$ cat src/design/bce_pkg.sv
// Shared constants and codes for the battery charge estimator.
package bce_pkg;

    localparam int CURVE_DEPTH = 8;
    localparam int PT_W        = $clog2(CURVE_DEPTH);
    localparam int CNT_W       = $clog2(CURVE_DEPTH + 1);
    localparam int CHARGE_W    = 38;
    localparam int MV_W        = 15;
    localparam int SOC_W       = 10;
    localparam int Q_W         = 18;
    localparam int DIV_W       = 56;
    localparam int DCNT_W      = 5;

    localparam logic [21:0]         MS_PER_HOUR   = 22'd3600000;
    localparam logic [15:0]         CAP_RESET     = 16'd10000;
    localparam logic [CHARGE_W-1:0] FULL_RESET    = 38'd36000000000;
    localparam logic [MV_W-1:0]     FULL_ZONE_RST = 15'd12300;
    localparam logic [MV_W-1:0]     DEEP_ZONE_RST = 15'd9700;
    localparam logic [3:0]          POINTS_RESET  = 4'd8;
    localparam logic [SOC_W-1:0]    SOC_MAX       = 10'd1000;
    localparam logic [Q_W-1:0]      CURVE_TOP     = 18'd256000;
    localparam logic [16:0]         RECIP_5       = 17'd52429;

    typedef enum logic [1:0] {
        ACT_LOAD    = 2'd0,
        ACT_SAMPLE  = 2'd1,
        ACT_RESTORE = 2'd2,
        ACT_NONE    = 2'd3
    } action_t;

    typedef enum logic [1:0] {
        CFG_CAPACITY  = 2'd0,
        CFG_FULL_ZONE = 2'd1,
        CFG_DEEP_ZONE = 2'd2,
        CFG_POINTS    = 2'd3
    } cfg_idx_t;

    typedef enum logic [1:0] {
        ZONE_MID  = 2'd0,
        ZONE_FULL = 2'd1,
        ZONE_DEEP = 2'd2
    } zone_t;

endpackage

$ cat src/design/battery_charge_estimator_unit.sv
// Battery charge estimator: coulomb counting blended with a voltage curve lookup.
// Each item runs a curve scan that reads and compares each curve point in use (ending
// at once when the voltage is at or above the first curve point), then an 18-step segment
// division when the segment needs one, then an 18-step coulomb division, both on one shared
// restoring divider. A new item is accepted only once the previous one is finished.
// Reset: asynchronous, active low; control and config registers return to defaults, charge to full.
module battery_charge_estimator_unit
    import bce_pkg::*;
(
    input  logic                 clk,
    input  logic                 rst_n,
    input  logic                 in_valid,
    output logic                 in_ready,
    input  logic [1:0]           action,
    input  logic [2:0]           point_index,
    input  logic [14:0]          point_voltage_mv,
    input  logic [9:0]           point_soc,
    input  logic signed [15:0]   cell_current,
    input  logic [14:0]          voltage_mv,
    input  logic [15:0]          elapsed_ms,
    input  logic [37:0]          restore_charge,
    output logic                 out_valid,
    input  logic                 out_ready,
    output logic [37:0]          charge_mams,
    output logic [9:0]           soc_tenths,
    output logic [1:0]           zone,
    output logic                 restore_ok,
    input  logic                 cfg_we,
    input  logic [1:0]           cfg_index,
    input  logic [15:0]          cfg_data
);

    typedef enum logic [2:0] {
        S_IDLE, S_APPLY, S_RD, S_CMP, S_MUL, S_COUL, S_DIV, S_FIN
    } state_t;

    state_t                 state_reg;
    logic [CHARGE_W-1:0]    full_reg;
    logic [CHARGE_W-1:0]    charge_reg;
    logic [MV_W-1:0]        full_zone_reg;
    logic [MV_W-1:0]        deep_zone_reg;
    logic [3:0]             points_reg;

    // latched item
    action_t                act_reg;
    logic [PT_W-1:0]        pidx_reg;
    logic [MV_W-1:0]        pv_reg;
    logic [SOC_W-1:0]       ps_reg;
    logic signed [15:0]     cur_reg;
    logic [MV_W-1:0]        v_reg;
    logic [15:0]            el_reg;
    logic [CHARGE_W-1:0]    rc_reg;
    logic                   ok_reg;

    // curve storage and scan
    logic [MV_W-1:0]        curve_v [CURVE_DEPTH];
    logic [SOC_W-1:0]       curve_s [CURVE_DEPTH];
    logic [MV_W-1:0]        rd_v_reg;
    logic [SOC_W-1:0]       rd_s_reg;
    logic [PT_W-1:0]        idx_reg;
    logic [MV_W-1:0]        prev_v_reg;
    logic [SOC_W-1:0]       prev_s_reg;
    logic                   found_reg;
    logic [MV_W-1:0]        seg_v1_reg;
    logic [MV_W-1:0]        seg_v2_reg;
    logic [SOC_W-1:0]       seg_s1_reg;
    logic [SOC_W-1:0]       seg_s2_reg;

    // shared divider
    logic [DIV_W-1:0]       rem_reg;
    logic [CHARGE_W-1:0]    dvs_reg;
    logic [Q_W-1:0]         q_reg;
    logic [DCNT_W-1:0]      dcnt_reg;
    logic                   div_coul_reg;
    logic                   neg_reg;

    logic signed [19:0]     volt_reg;
    logic [CHARGE_W-1:0]    out_charge_reg;
    logic [SOC_W-1:0]       out_soc_reg;
    logic [1:0]             out_zone_reg;
    logic                   out_ok_reg;
    logic                   out_valid_reg;

    logic signed [32:0]     cur_prod;
    logic signed [39:0]     charge_sum;
    logic [CHARGE_W-1:0]    charge_clamped;
    logic [15:0]            cap_wr;
    logic [CHARGE_W-1:0]    full_wr;
    logic [3:0]             n_used;
    logic [PT_W-1:0]        last_idx;
    logic                   seg_hit;
    logic [MV_W-1:0]        seg_den;
    logic [MV_W-1:0]        seg_dv;
    logic signed [10:0]     seg_ds;
    logic [SOC_W-1:0]       seg_ds_mag;
    logic [24:0]            seg_mag;
    logic [44:0]            charge_125;
    logic [DIV_W-1:0]       trial;
    logic                   div_ge;
    logic [Q_W-1:0]         q_shift;
    logic signed [19:0]     q_signed;
    logic [1:0]             zone_now;
    logic signed [25:0]     blend;
    logic [21:0]            blend_pos;
    logic [30:0]            soc_prod;
    logic [12:0]            soc_raw;
    logic [SOC_W-1:0]       soc_final;
    logic                   in_xfer;

    assign in_ready    = (state_reg == S_IDLE);
    assign in_xfer     = in_valid && in_ready;
    assign out_valid   = out_valid_reg;
    assign charge_mams = out_charge_reg;
    assign soc_tenths  = out_soc_reg;
    assign zone        = out_zone_reg;
    assign restore_ok  = out_ok_reg;

    always_comb
    begin
        cur_prod   = cur_reg * $signed({1'b0, el_reg});
        charge_sum = $signed({2'b00, charge_reg}) + 40'(cur_prod);
        if (charge_sum < 0)
            charge_clamped = '0;
        else if (charge_sum > $signed({2'b00, full_reg}))
            charge_clamped = full_reg;
        else
            charge_clamped = charge_sum[CHARGE_W-1:0];

        cap_wr  = (cfg_data == 16'd0) ? 16'd1 : cfg_data;
        full_wr = CHARGE_W'(cap_wr) * CHARGE_W'(MS_PER_HOUR);

        if (points_reg < 4'd2)
            n_used = 4'd2;
        else if (points_reg > 4'(CURVE_DEPTH))
            n_used = 4'(CURVE_DEPTH);
        else
            n_used = points_reg;
        last_idx = PT_W'(n_used - 4'd1);

        seg_hit    = !found_reg && (v_reg <= prev_v_reg) && (v_reg >= rd_v_reg);
        seg_den    = seg_v1_reg - seg_v2_reg;
        seg_dv     = seg_v1_reg - v_reg;
        seg_ds     = $signed({1'b0, seg_s2_reg}) - $signed({1'b0, seg_s1_reg});
        seg_ds_mag = seg_ds[10] ? SOC_W'(-seg_ds) : seg_ds[SOC_W-1:0];
        seg_mag    = seg_ds_mag * seg_dv;

        charge_125 = {charge_reg, 7'b0} - {6'b0, charge_reg, 1'b0} - {7'b0, charge_reg};

        trial    = DIV_W'(dvs_reg) << dcnt_reg;
        div_ge   = (rem_reg >= trial);
        q_shift  = {q_reg[Q_W-2:0], div_ge};
        q_signed = $signed({2'b00, q_shift});

        if (v_reg > full_zone_reg)
            zone_now = ZONE_FULL;
        else if (v_reg < deep_zone_reg)
            zone_now = ZONE_DEEP;
        else
            zone_now = ZONE_MID;

        // q_reg holds the coulomb SOC once the coulomb (last) division is done
        if (zone_now == ZONE_MID)
            blend = 26'sd7 * $signed({8'b0, q_reg}) + 26'sd3 * 26'(volt_reg) + 26'sd1280;
        else
            blend = 26'sd2 * $signed({8'b0, q_reg}) + 26'sd8 * 26'(volt_reg) + 26'sd1280;
        blend_pos = (blend < 0) ? 22'd0 : blend[21:0];
        // divide by 2560: shift by 9, then multiply by the reciprocal of 5
        soc_prod  = blend_pos[21:9] * RECIP_5;
        soc_raw   = soc_prod[30:18];
        soc_final = (soc_raw > 13'(SOC_MAX)) ? SOC_MAX : soc_raw[SOC_W-1:0];
    end

    always_ff @(posedge clk)
    begin
        if (state_reg == S_APPLY && act_reg == ACT_LOAD)
        begin
            curve_v[pidx_reg] <= pv_reg;
            curve_s[pidx_reg] <= (ps_reg > SOC_MAX) ? SOC_MAX : ps_reg;
        end
        if (state_reg == S_RD)
        begin
            rd_v_reg <= curve_v[idx_reg];
            rd_s_reg <= curve_s[idx_reg];
        end
    end

    always_ff @(posedge clk or negedge rst_n)
    begin
        if (!rst_n)
        begin
            state_reg     <= S_IDLE;
            full_reg      <= FULL_RESET;
            charge_reg    <= FULL_RESET;
            full_zone_reg <= FULL_ZONE_RST;
            deep_zone_reg <= DEEP_ZONE_RST;
            points_reg    <= POINTS_RESET;
            out_valid_reg <= 1'b0;
            found_reg     <= 1'b0;
            idx_reg       <= '0;
            dcnt_reg      <= '0;
            div_coul_reg  <= 1'b0;
        end
        else
        begin
            // the final step reloads the result register itself
            if (out_valid_reg && out_ready && state_reg != S_FIN)
                out_valid_reg <= 1'b0;

            case (state_reg)
                S_IDLE:
                begin
                    if (in_xfer)
                    begin
                        act_reg   <= action_t'(action);
                        pidx_reg  <= point_index;
                        pv_reg    <= point_voltage_mv;
                        ps_reg    <= point_soc;
                        cur_reg   <= cell_current;
                        v_reg     <= voltage_mv;
                        el_reg    <= elapsed_ms;
                        rc_reg    <= restore_charge;
                        state_reg <= S_APPLY;
                    end
                end
                S_APPLY:
                begin
                    ok_reg <= 1'b0;
                    case (act_reg)
                        ACT_SAMPLE:  charge_reg <= charge_clamped;
                        ACT_RESTORE:
                        begin
                            if (rc_reg <= full_reg)
                            begin
                                charge_reg <= rc_reg;
                                ok_reg     <= 1'b1;
                            end
                        end
                        default: ;
                    endcase
                    idx_reg   <= '0;
                    found_reg <= 1'b0;
                    state_reg <= S_RD;
                end
                S_RD:
                begin
                    state_reg <= S_CMP;
                end
                S_CMP:
                begin
                    prev_v_reg <= rd_v_reg;
                    prev_s_reg <= rd_s_reg;
                    if (idx_reg == '0)
                    begin
                        if (v_reg >= rd_v_reg)
                        begin
                            volt_reg  <= $signed({2'b00, CURVE_TOP});
                            state_reg <= S_COUL;
                        end
                        else
                        begin
                            idx_reg   <= idx_reg + 1'b1;
                            state_reg <= S_RD;
                        end
                    end
                    else
                    begin
                        if (seg_hit)
                        begin
                            found_reg  <= 1'b1;
                            seg_v1_reg <= prev_v_reg;
                            seg_s1_reg <= prev_s_reg;
                            seg_v2_reg <= rd_v_reg;
                            seg_s2_reg <= rd_s_reg;
                        end
                        if (idx_reg == last_idx)
                        begin
                            // at or below the last point the curve reads empty
                            if (v_reg <= rd_v_reg || !(found_reg || seg_hit))
                            begin
                                volt_reg  <= '0;
                                state_reg <= S_COUL;
                            end
                            else
                                state_reg <= S_MUL;
                        end
                        else
                        begin
                            idx_reg   <= idx_reg + 1'b1;
                            state_reg <= S_RD;
                        end
                    end
                end
                S_MUL:
                begin
                    if (seg_den == '0)
                    begin
                        volt_reg  <= $signed({2'b00, seg_s1_reg, 8'b0});
                        state_reg <= S_COUL;
                    end
                    else
                    begin
                        rem_reg      <= DIV_W'({seg_mag, 8'b0});
                        dvs_reg      <= CHARGE_W'(seg_den);
                        neg_reg      <= seg_ds[10];
                        q_reg        <= '0;
                        dcnt_reg     <= DCNT_W'(Q_W - 1);
                        div_coul_reg <= 1'b0;
                        state_reg    <= S_DIV;
                    end
                end
                S_COUL:
                begin
                    rem_reg      <= {charge_125, 11'b0};
                    dvs_reg      <= full_reg;
                    q_reg        <= '0;
                    dcnt_reg     <= DCNT_W'(Q_W - 1);
                    div_coul_reg <= 1'b1;
                    state_reg    <= S_DIV;
                end
                S_DIV:
                begin
                    if (div_ge)
                        rem_reg <= rem_reg - trial;
                    q_reg    <= q_shift;
                    dcnt_reg <= dcnt_reg - 1'b1;
                    if (dcnt_reg == '0)
                    begin
                        if (div_coul_reg)
                            state_reg <= S_FIN;
                        else
                        begin
                            volt_reg  <= $signed({2'b00, seg_s1_reg, 8'b0})
                                         + (neg_reg ? -q_signed : q_signed);
                            state_reg <= S_COUL;
                        end
                    end
                end
                S_FIN:
                begin
                    // hold until the previous result has been taken
                    if (!out_valid_reg || out_ready)
                    begin
                        out_charge_reg <= charge_reg;
                        out_soc_reg    <= soc_final;
                        out_zone_reg   <= zone_now;
                        out_ok_reg     <= ok_reg;
                        out_valid_reg  <= 1'b1;
                        state_reg      <= S_IDLE;
                    end
                end
                default:
                    state_reg <= S_IDLE;
            endcase

            if (cfg_we)
            begin
                case (cfg_idx_t'(cfg_index))
                    CFG_CAPACITY:
                    begin
                        full_reg   <= full_wr;
                        charge_reg <= full_wr;
                    end
                    CFG_FULL_ZONE: full_zone_reg <= cfg_data[MV_W-1:0];
                    CFG_DEEP_ZONE: deep_zone_reg <= cfg_data[MV_W-1:0];
                    CFG_POINTS:    points_reg    <= cfg_data[3:0];
                    default: ;
                endcase
            end
        end
    end

endmodule
$ cat config.mk
export PLATFORM = sky130hd
export DESIGN_NAME = battery_charge_estimator_unit
export DESIGN_NICKNAME = d
export VERILOG_FILES = /design/src/design/bce_pkg.sv /design/src/design/battery_charge_estimator_unit.sv
export SDC_FILE = /design/constraint.sdc
export NUM_CORES = 2
export LEC_CHECK = 0
export BUFFER_PORTS_ARGS = -buffer_cell sky130_fd_sc_hd__buf_4
export CAP_MARGIN = 20
export CORE_UTILIZATION = 45
export DETAILED_ROUTE_END_ITERATION = 7
export PLACE_DENSITY_LB_ADDON = 0.3
export SKIP_LAST_GASP = 1
export SLEW_MARGIN = 25
export SYNTH_ARGS = -nofsm -noshare
export SYNTH_HDL_FRONTEND = slang
export SYNTH_SLANG_ARGS = --single-unit
export TNS_END_PERCENT = 5
$ cat constraint.sdc
create_clock -name clk -period 15.3 [get_ports clk]
set_clock_uncertainty 0.15 [all_clocks]
set_input_delay 0.765 -clock clk [delete_from_list [all_inputs] [get_ports clk]]
set_output_delay 0.765 -clock clk [all_outputs]
set_load 0.01 [all_outputs]
# Word-level counts from Yosys, hierarchy flattened
# Memory sizes are Yosys's and may differ from the RTL's. A register that Yosys moved wholly into a read port is not among the register bits.
# Index checks and enable logic that the tools add are counted.
# word_totals
ramBits	200
latchBits	0
elab_cells	207
out_inout_bits	53
ff_bits	492
inputBits	138
mem_count	2
romBits	0
# memory_table
memory	words	width	read_ports	rd_ports_with_merged_regs	wr	line	rtl
curve_v	8	15	1	1	1	battery_charge_estimator_unit.sv:56	logic [MV_W-1:0] curve_v [CURVE_DEPTH];
curve_s	8	10	1	1	1	battery_charge_estimator_unit.sv:57	logic [SOC_W-1:0] curve_s [CURVE_DEPTH];
# op_classes
bitwise_logic	2
n_addsub	17
n_div	0
n_mux	59
n_shift	1
n_mul	6
magnitude_cmp	14
reduce_logical	43
n_eq_ne	28
# ops
op	count
two-way mux 38 bit	7
case mux 56 bit (3 select lines)	1
two-way mux 20 bit	8
case mux 38 bit (2 select lines)	2
two-way mux 56 bit	2
case mux 20 bit (3 select lines)	1
greater-or-equal comparator 56 bit	1
<< shifter 38 x 5 -> 56 bit	1
subtractor 56 bit	1
case mux 18 bit (3 select lines)	1
adder 24 x 12 -> 25 bit, second input constant	2
subtractor 45 x 38 -> 45 bit	1
subtractor 45 x 39 -> 45 bit	1
adder 39 x 33 -> 40 bit	1
greater-than comparator 40 x 39 -> 1 bit	1
less-than comparator 40 x 1 -> 1 bit, second input constant	1
<= comparator 38 bit	1
multiplier 16 x 17 -> 33 bit	1
two-way mux 3 bit	11
multiplier 16 x 15 -> 31 bit, second input constant	1
<= comparator 15 bit	2
subtractor 15 bit	2
multiplier 13 x 16 -> 29 bit, second input constant	1
less-than comparator 26 x 1 -> 1 bit, second input constant	1
55 further kinds	118

# Longest topological paths before layout
# logic_depth
ltp_word	10
depth_mapped	56
mapped_depth_nobuf	55

# Worst setup path before layout
# No wires, ideal clock.
# synth_timing
kind	register -> register
startpoint	register q_reg[1]
endpoint	register out_soc_reg[3], in the netlist soc_tenths[3], data pin
slack_ps	3833
period_less_slack_ps	11467
setup_time_ps	265
arrival_ps	11052
n_path_buf	1
required_ps	14885
stages_incl_launch_ff	51
cell_sequence	edfxtp_1 fa_1 ha_1 fa_1 a21o_1 a21oi_1 o21bai_1 a21oi_1 o21bai_1 a21oi_1 o21bai_1 a21oi_1 o21ai_0 a211oi_1 nor2b_1 nor2_1 xnor2_1 fa_1 (+15 left out) fa_1 fa_1 fa_1 inv_1 ha_1 a21o_1 a21oi_1 a21boi_0 o21ai_0 a21oi_1 nand3_1 nor3_1 o41ai_1 a21o_1 a21oi_1 xor2_1 a2111oi_2 or3_1
# synth_via
elab_chain_len	8
word_cells_on_any_way	10
classes_between	4 x add/sub; 2 x mul; 2 x order compare; 2 x mux
# synth_rtl
item	line	rtl
from (decl)	battery_charge_estimator_unit.sv:72	logic [Q_W-1:0] q_reg;
from (signal assigned)	battery_charge_estimator_unit.sv:324	q_reg <= q_shift;
multiplier 3 x 18 -> 21 bit	battery_charge_estimator_unit.sv:163	blend = 26'sd7 * $signed({8'b0, q_reg}) + 26'sd3 * 26'(volt_reg) + 26'sd1280;
adder 22 x 23 -> 24 bit	battery_charge_estimator_unit.sv:163	
adder 24 x 12 -> 25 bit	battery_charge_estimator_unit.sv:163	
two-way mux 26 bit (*)	battery_charge_estimator_unit.sv:162	if (zone_now == ZONE_MID)
less-than comparator 26 x 1 -> 1 bit	battery_charge_estimator_unit.sv:166	blend_pos = (blend < 0) ? 22'd0 : blend[21:0];
two-way mux 22 bit (*)	battery_charge_estimator_unit.sv:166	
multiplier 13 x 16 -> 29 bit (*)	battery_charge_estimator_unit.sv:168	soc_prod = blend_pos[21:9] * RECIP_5;
greater-than comparator 11 x 10 -> 1 bit	battery_charge_estimator_unit.sv:170	soc_final = (soc_raw > 13'(SOC_MAX)) ? SOC_MAX : soc_raw[SOC_W-1:0];
to (signal assigned)	battery_charge_estimator_unit.sv:344	out_soc_reg <= soc_final;
to (decl)	battery_charge_estimator_unit.sv:79	logic [SOC_W-1:0] out_soc_reg;
# Every way passes the cells marked *; elsewhere a longest branch is shown, timed or not.
# A chain may end at the register's enable or synchronous reset.

# Worst setup path after layout
# layout_timing
startpoint	register q_reg[2]
endpoint	register out_soc_reg[3], in the netlist soc_tenths[3], data pin
# The elaborated chain is that of the path after synthesis.

==> flow_metrics.py <==
metrics = {
    "run_status": {
        "status": "complete, no violations",
    },
    "setup_path": {
        "worstPathRequired_ns": 15.60,
        "critPathSlowestCell": "fa_1",
        "critical_path_arrival_ns": 13.13,
        "cp_num_buf_inv": 4,
        "cp-start-kind": "register",
        "crit_path_end_kind": "register",
        "timing.critical_path.mode_cell": "a21oi_1",
        "critPathTopFamily": "adder cells",
        "max_stage_delay_ns": 0.55,
        "worstSetupPathType": "reg -> reg",
        "path_max_fanout": 11,
    },
    "synthesis": {
        "syn_avg_cell_area_um2": 10.4,
        "yosysMostFrequentCell": "inv_1",
        "synth_xor_area_share_pct": 3.78,
        "synth-compound-area-share_pct": 11.4,
        "synth-seq-cells": 717,
        "synth_common_cells": "inv_1 (952), ha_1 (811), nand2_1 (602), edfxtp_1 (600), fa_1 (564)",
        "ys_warn_count": 0,
        "async_flop_share_pct": 16.3,
        "netlist.area_leader.share_pct": 27.0,
        "synth-adder-area-share_pct": 32.1,
        "synth-edff-count": 600,
        "syn_nets": 7912,
        "ys_seq_area_share_pct": 31.4,
        "synthTopCellsByArea": "edfxtp_1 (27%), fa_1 (17%), ha_1 (15%), inv_1 (5.4%), nand2_1 (3.4%)",
        "ys.flop_type": "edfxtp_1",
        "synth_top_family_by_area": "adder cells",
        "netlist_area_mm2": 0.0667,
        "synth.distinct_cells": 87,
        "synthCells": 6399,
        "yosysTopAreaCell": "edfxtp_1",
        "synth-simple-area-share_pct": 10.3,
        "muxShareOfSynthArea_pct": 4.47,
    },
    "clock_network": {
        "worstSkewPairLatency_ns": 0.73,
        "clkTransAtPathRegs_ns": 0.06,
        "cts_root_buf": "clkbuf_16",
        "clkSinkCount": 717,
        "cts_max_path_buffers": 3,
        "cts_made_buffers": 84,
        "post_cts_resized": 0,
        "cts_tree": "yes",
        "htree_num_levels": 3,
    },
    "final_layout": {
        "final_cells": 8537,
        "n_antenna_cell": 0,
        "largest_reg_flops": 120,
        "final_nets": 8067,
        "syn_to_final_growth_pct": 9.72,
        "layout-drive-gt1-share_pct": 9.11,
    },
    "place": {
        "place.gp.congestion": 0.943,
        "hpwl_um": 143000,
        "io_buffer_count": 190,
        "dp_cells": 8380,
        "dp_slack_ns": 2.44,
    },
    "detailed_routing": {
        "antenna_left": 0,
        "drtIter0Drc": 3837,
        "drc_errors": 0,
        "vias_per_cell": 5.62,
        "firstDrtPassIters": 8,
        "routed_wl_um": 181000,
        "wl_per_cell_um": 21.2,
        "vias": 48000,
    },
    "sta": {
        "worstMarginPinSlew_ns": 1.05,
        "final_hold_viol_count": 0,
        "max_freq_mhz": 77.9,
        "rsz0062_at_grt": "false",
        "setup_tns_ns": 0,
        "slew_violations": 0,
        "slew_headroom_pct": 29.3,
        "layout_min_cycle_time_ns": 12.83,
        "layout_setup_ws_ns": 2.47,
        "whs_ns": 0.0572,
        "finalCritPeriodShare_pct": 83.9,
        "setup_viol": 0,
    },
    "grt": {
        "grt_usage_pct": 24.3,
        "overflow": 0,
        "grt_pass1_vias": 48900,
        "grt_pass1_wl_um": 284000,
        "antenna_found_initial": 5,
        "grt_start_max_net_pins": 66,
    },
    "die": {
        "die-area_mm2": 0.150,
        "die_h_um": 387,
        "core_area_mm2": 0.146,
        "io_pins": 191,
        "rows": 140,
        "die_w_um": 387,
        "start_util_pct": 45.6,
    },
    "job": {
        "cap_violations": 0,
    },
    "min_path": {
        "hp-class": "in -> reg",
    },
}
==> worst register-to-register path, delay by kind of cell, from the launching register on <==
family,cells,cell delay [ns]
fa+ha+maj,12,4.94
compound gates,24,4.79
simple gates,8,1.50
flops,1,0.52
xor+xnor,2,0.39
buf+inv,4,0.31
==> cell type report <==
class	instances	area, um^2
Clock buffer	102	2200
Fill cell	13300	73200
Multi-Input combinational cell	4543	41600
Tap cell	1917	2400
Inverter	954	3580
Timing Repair Buffer	254	1940
Sequential cell	717	21000
Clock inverter	50	527
==> layout by cell type, fill, tap and decap left out, types with 20 or more instances in the layout <==
cell	n
mux2i_1	66
and3_1	25
dfstp_2	32
dfrtp_1	80
nand4_1	54
fa_1	564
o21bai_1	55
mux2_2	56
inv_1	952
o21ai_0	281
nor2_1	329
xnor2_1	184
o211ai_1	22
edfxtp_1	600
nor2b_1	69
o21a_1	41
and2_1	116
mux4_2	75
a21oi_1	338
o22ai_1	25
nand3_1	63
buf_4	248
a21o_1	186
xor2_1	103
o31ai_1	20
a211oi_1	27
nand2_1	601
nand2b_1	74
a22oi_1	21
ha_1	811
clkbuf_16	84
nor3_1	46
==> cell families (layout without fill, tap and decap cells) <==
group / after synthesis / count (layout)
AOI/OAI and AO/OA: 1195 / 1195
xor gates and xnor gates: 288 / 288
adders and majority gates: 1375 / 1375
buffers and inverters: 1139 / 1360
DFF: 717 / 717
muxes: 197 / 197
and+or+nand+nor: 1488 / 1488
==> per-layer routing <==
layer / GRT usage, % / vias to the layer above / routed length, um
met5: 0 / - / 45
met4: 6.38 / 8 / 4410
met3: 3.38 / 241 / 11500
met2: 40.2 / 1568 / 85100
met1: 33.6 / 23900 / 79700
li1: - / 22300 / -
==> through the flow <==
step | instance area [um^2] | util [%]
floorplan | 66700 | -
global placement | 70400 | 48.1
detailed placement | 70500 | 48.1
CTS | 73200 | 50.0
global route | 73200 | 50.0
finish | 73200 | 50.0
==> worst paths after layout <==
check	from	endpoint	slack, ns	cells after the start
worst max register to register	q_reg[2]	soc_tenths[3]	2.47	50
min in group asynchronous	rst_n	charge_reg[5]	0.52	2
worst max-delay path	q_reg[2]	soc_tenths[3]	2.47	50
worst min register to register	prev_s_reg[6]	seg_s1_reg[6]	0.27	0
max in group asynchronous	rst_n	full_reg[8]	13.08	3
worst min-delay path	point_index[1]	pidx_reg[1]	0.06	1
==> what timing repair did <==
item | 4_1_cts | 5_1_grt
hold buffers | 2 | 0
setup buffers | 0 | 0
endpoints found under the hold margin | 48 | 0
Power is not shown: default switching activity piles up to over one toggle a cycle in this logic, so the estimate is an artifact.
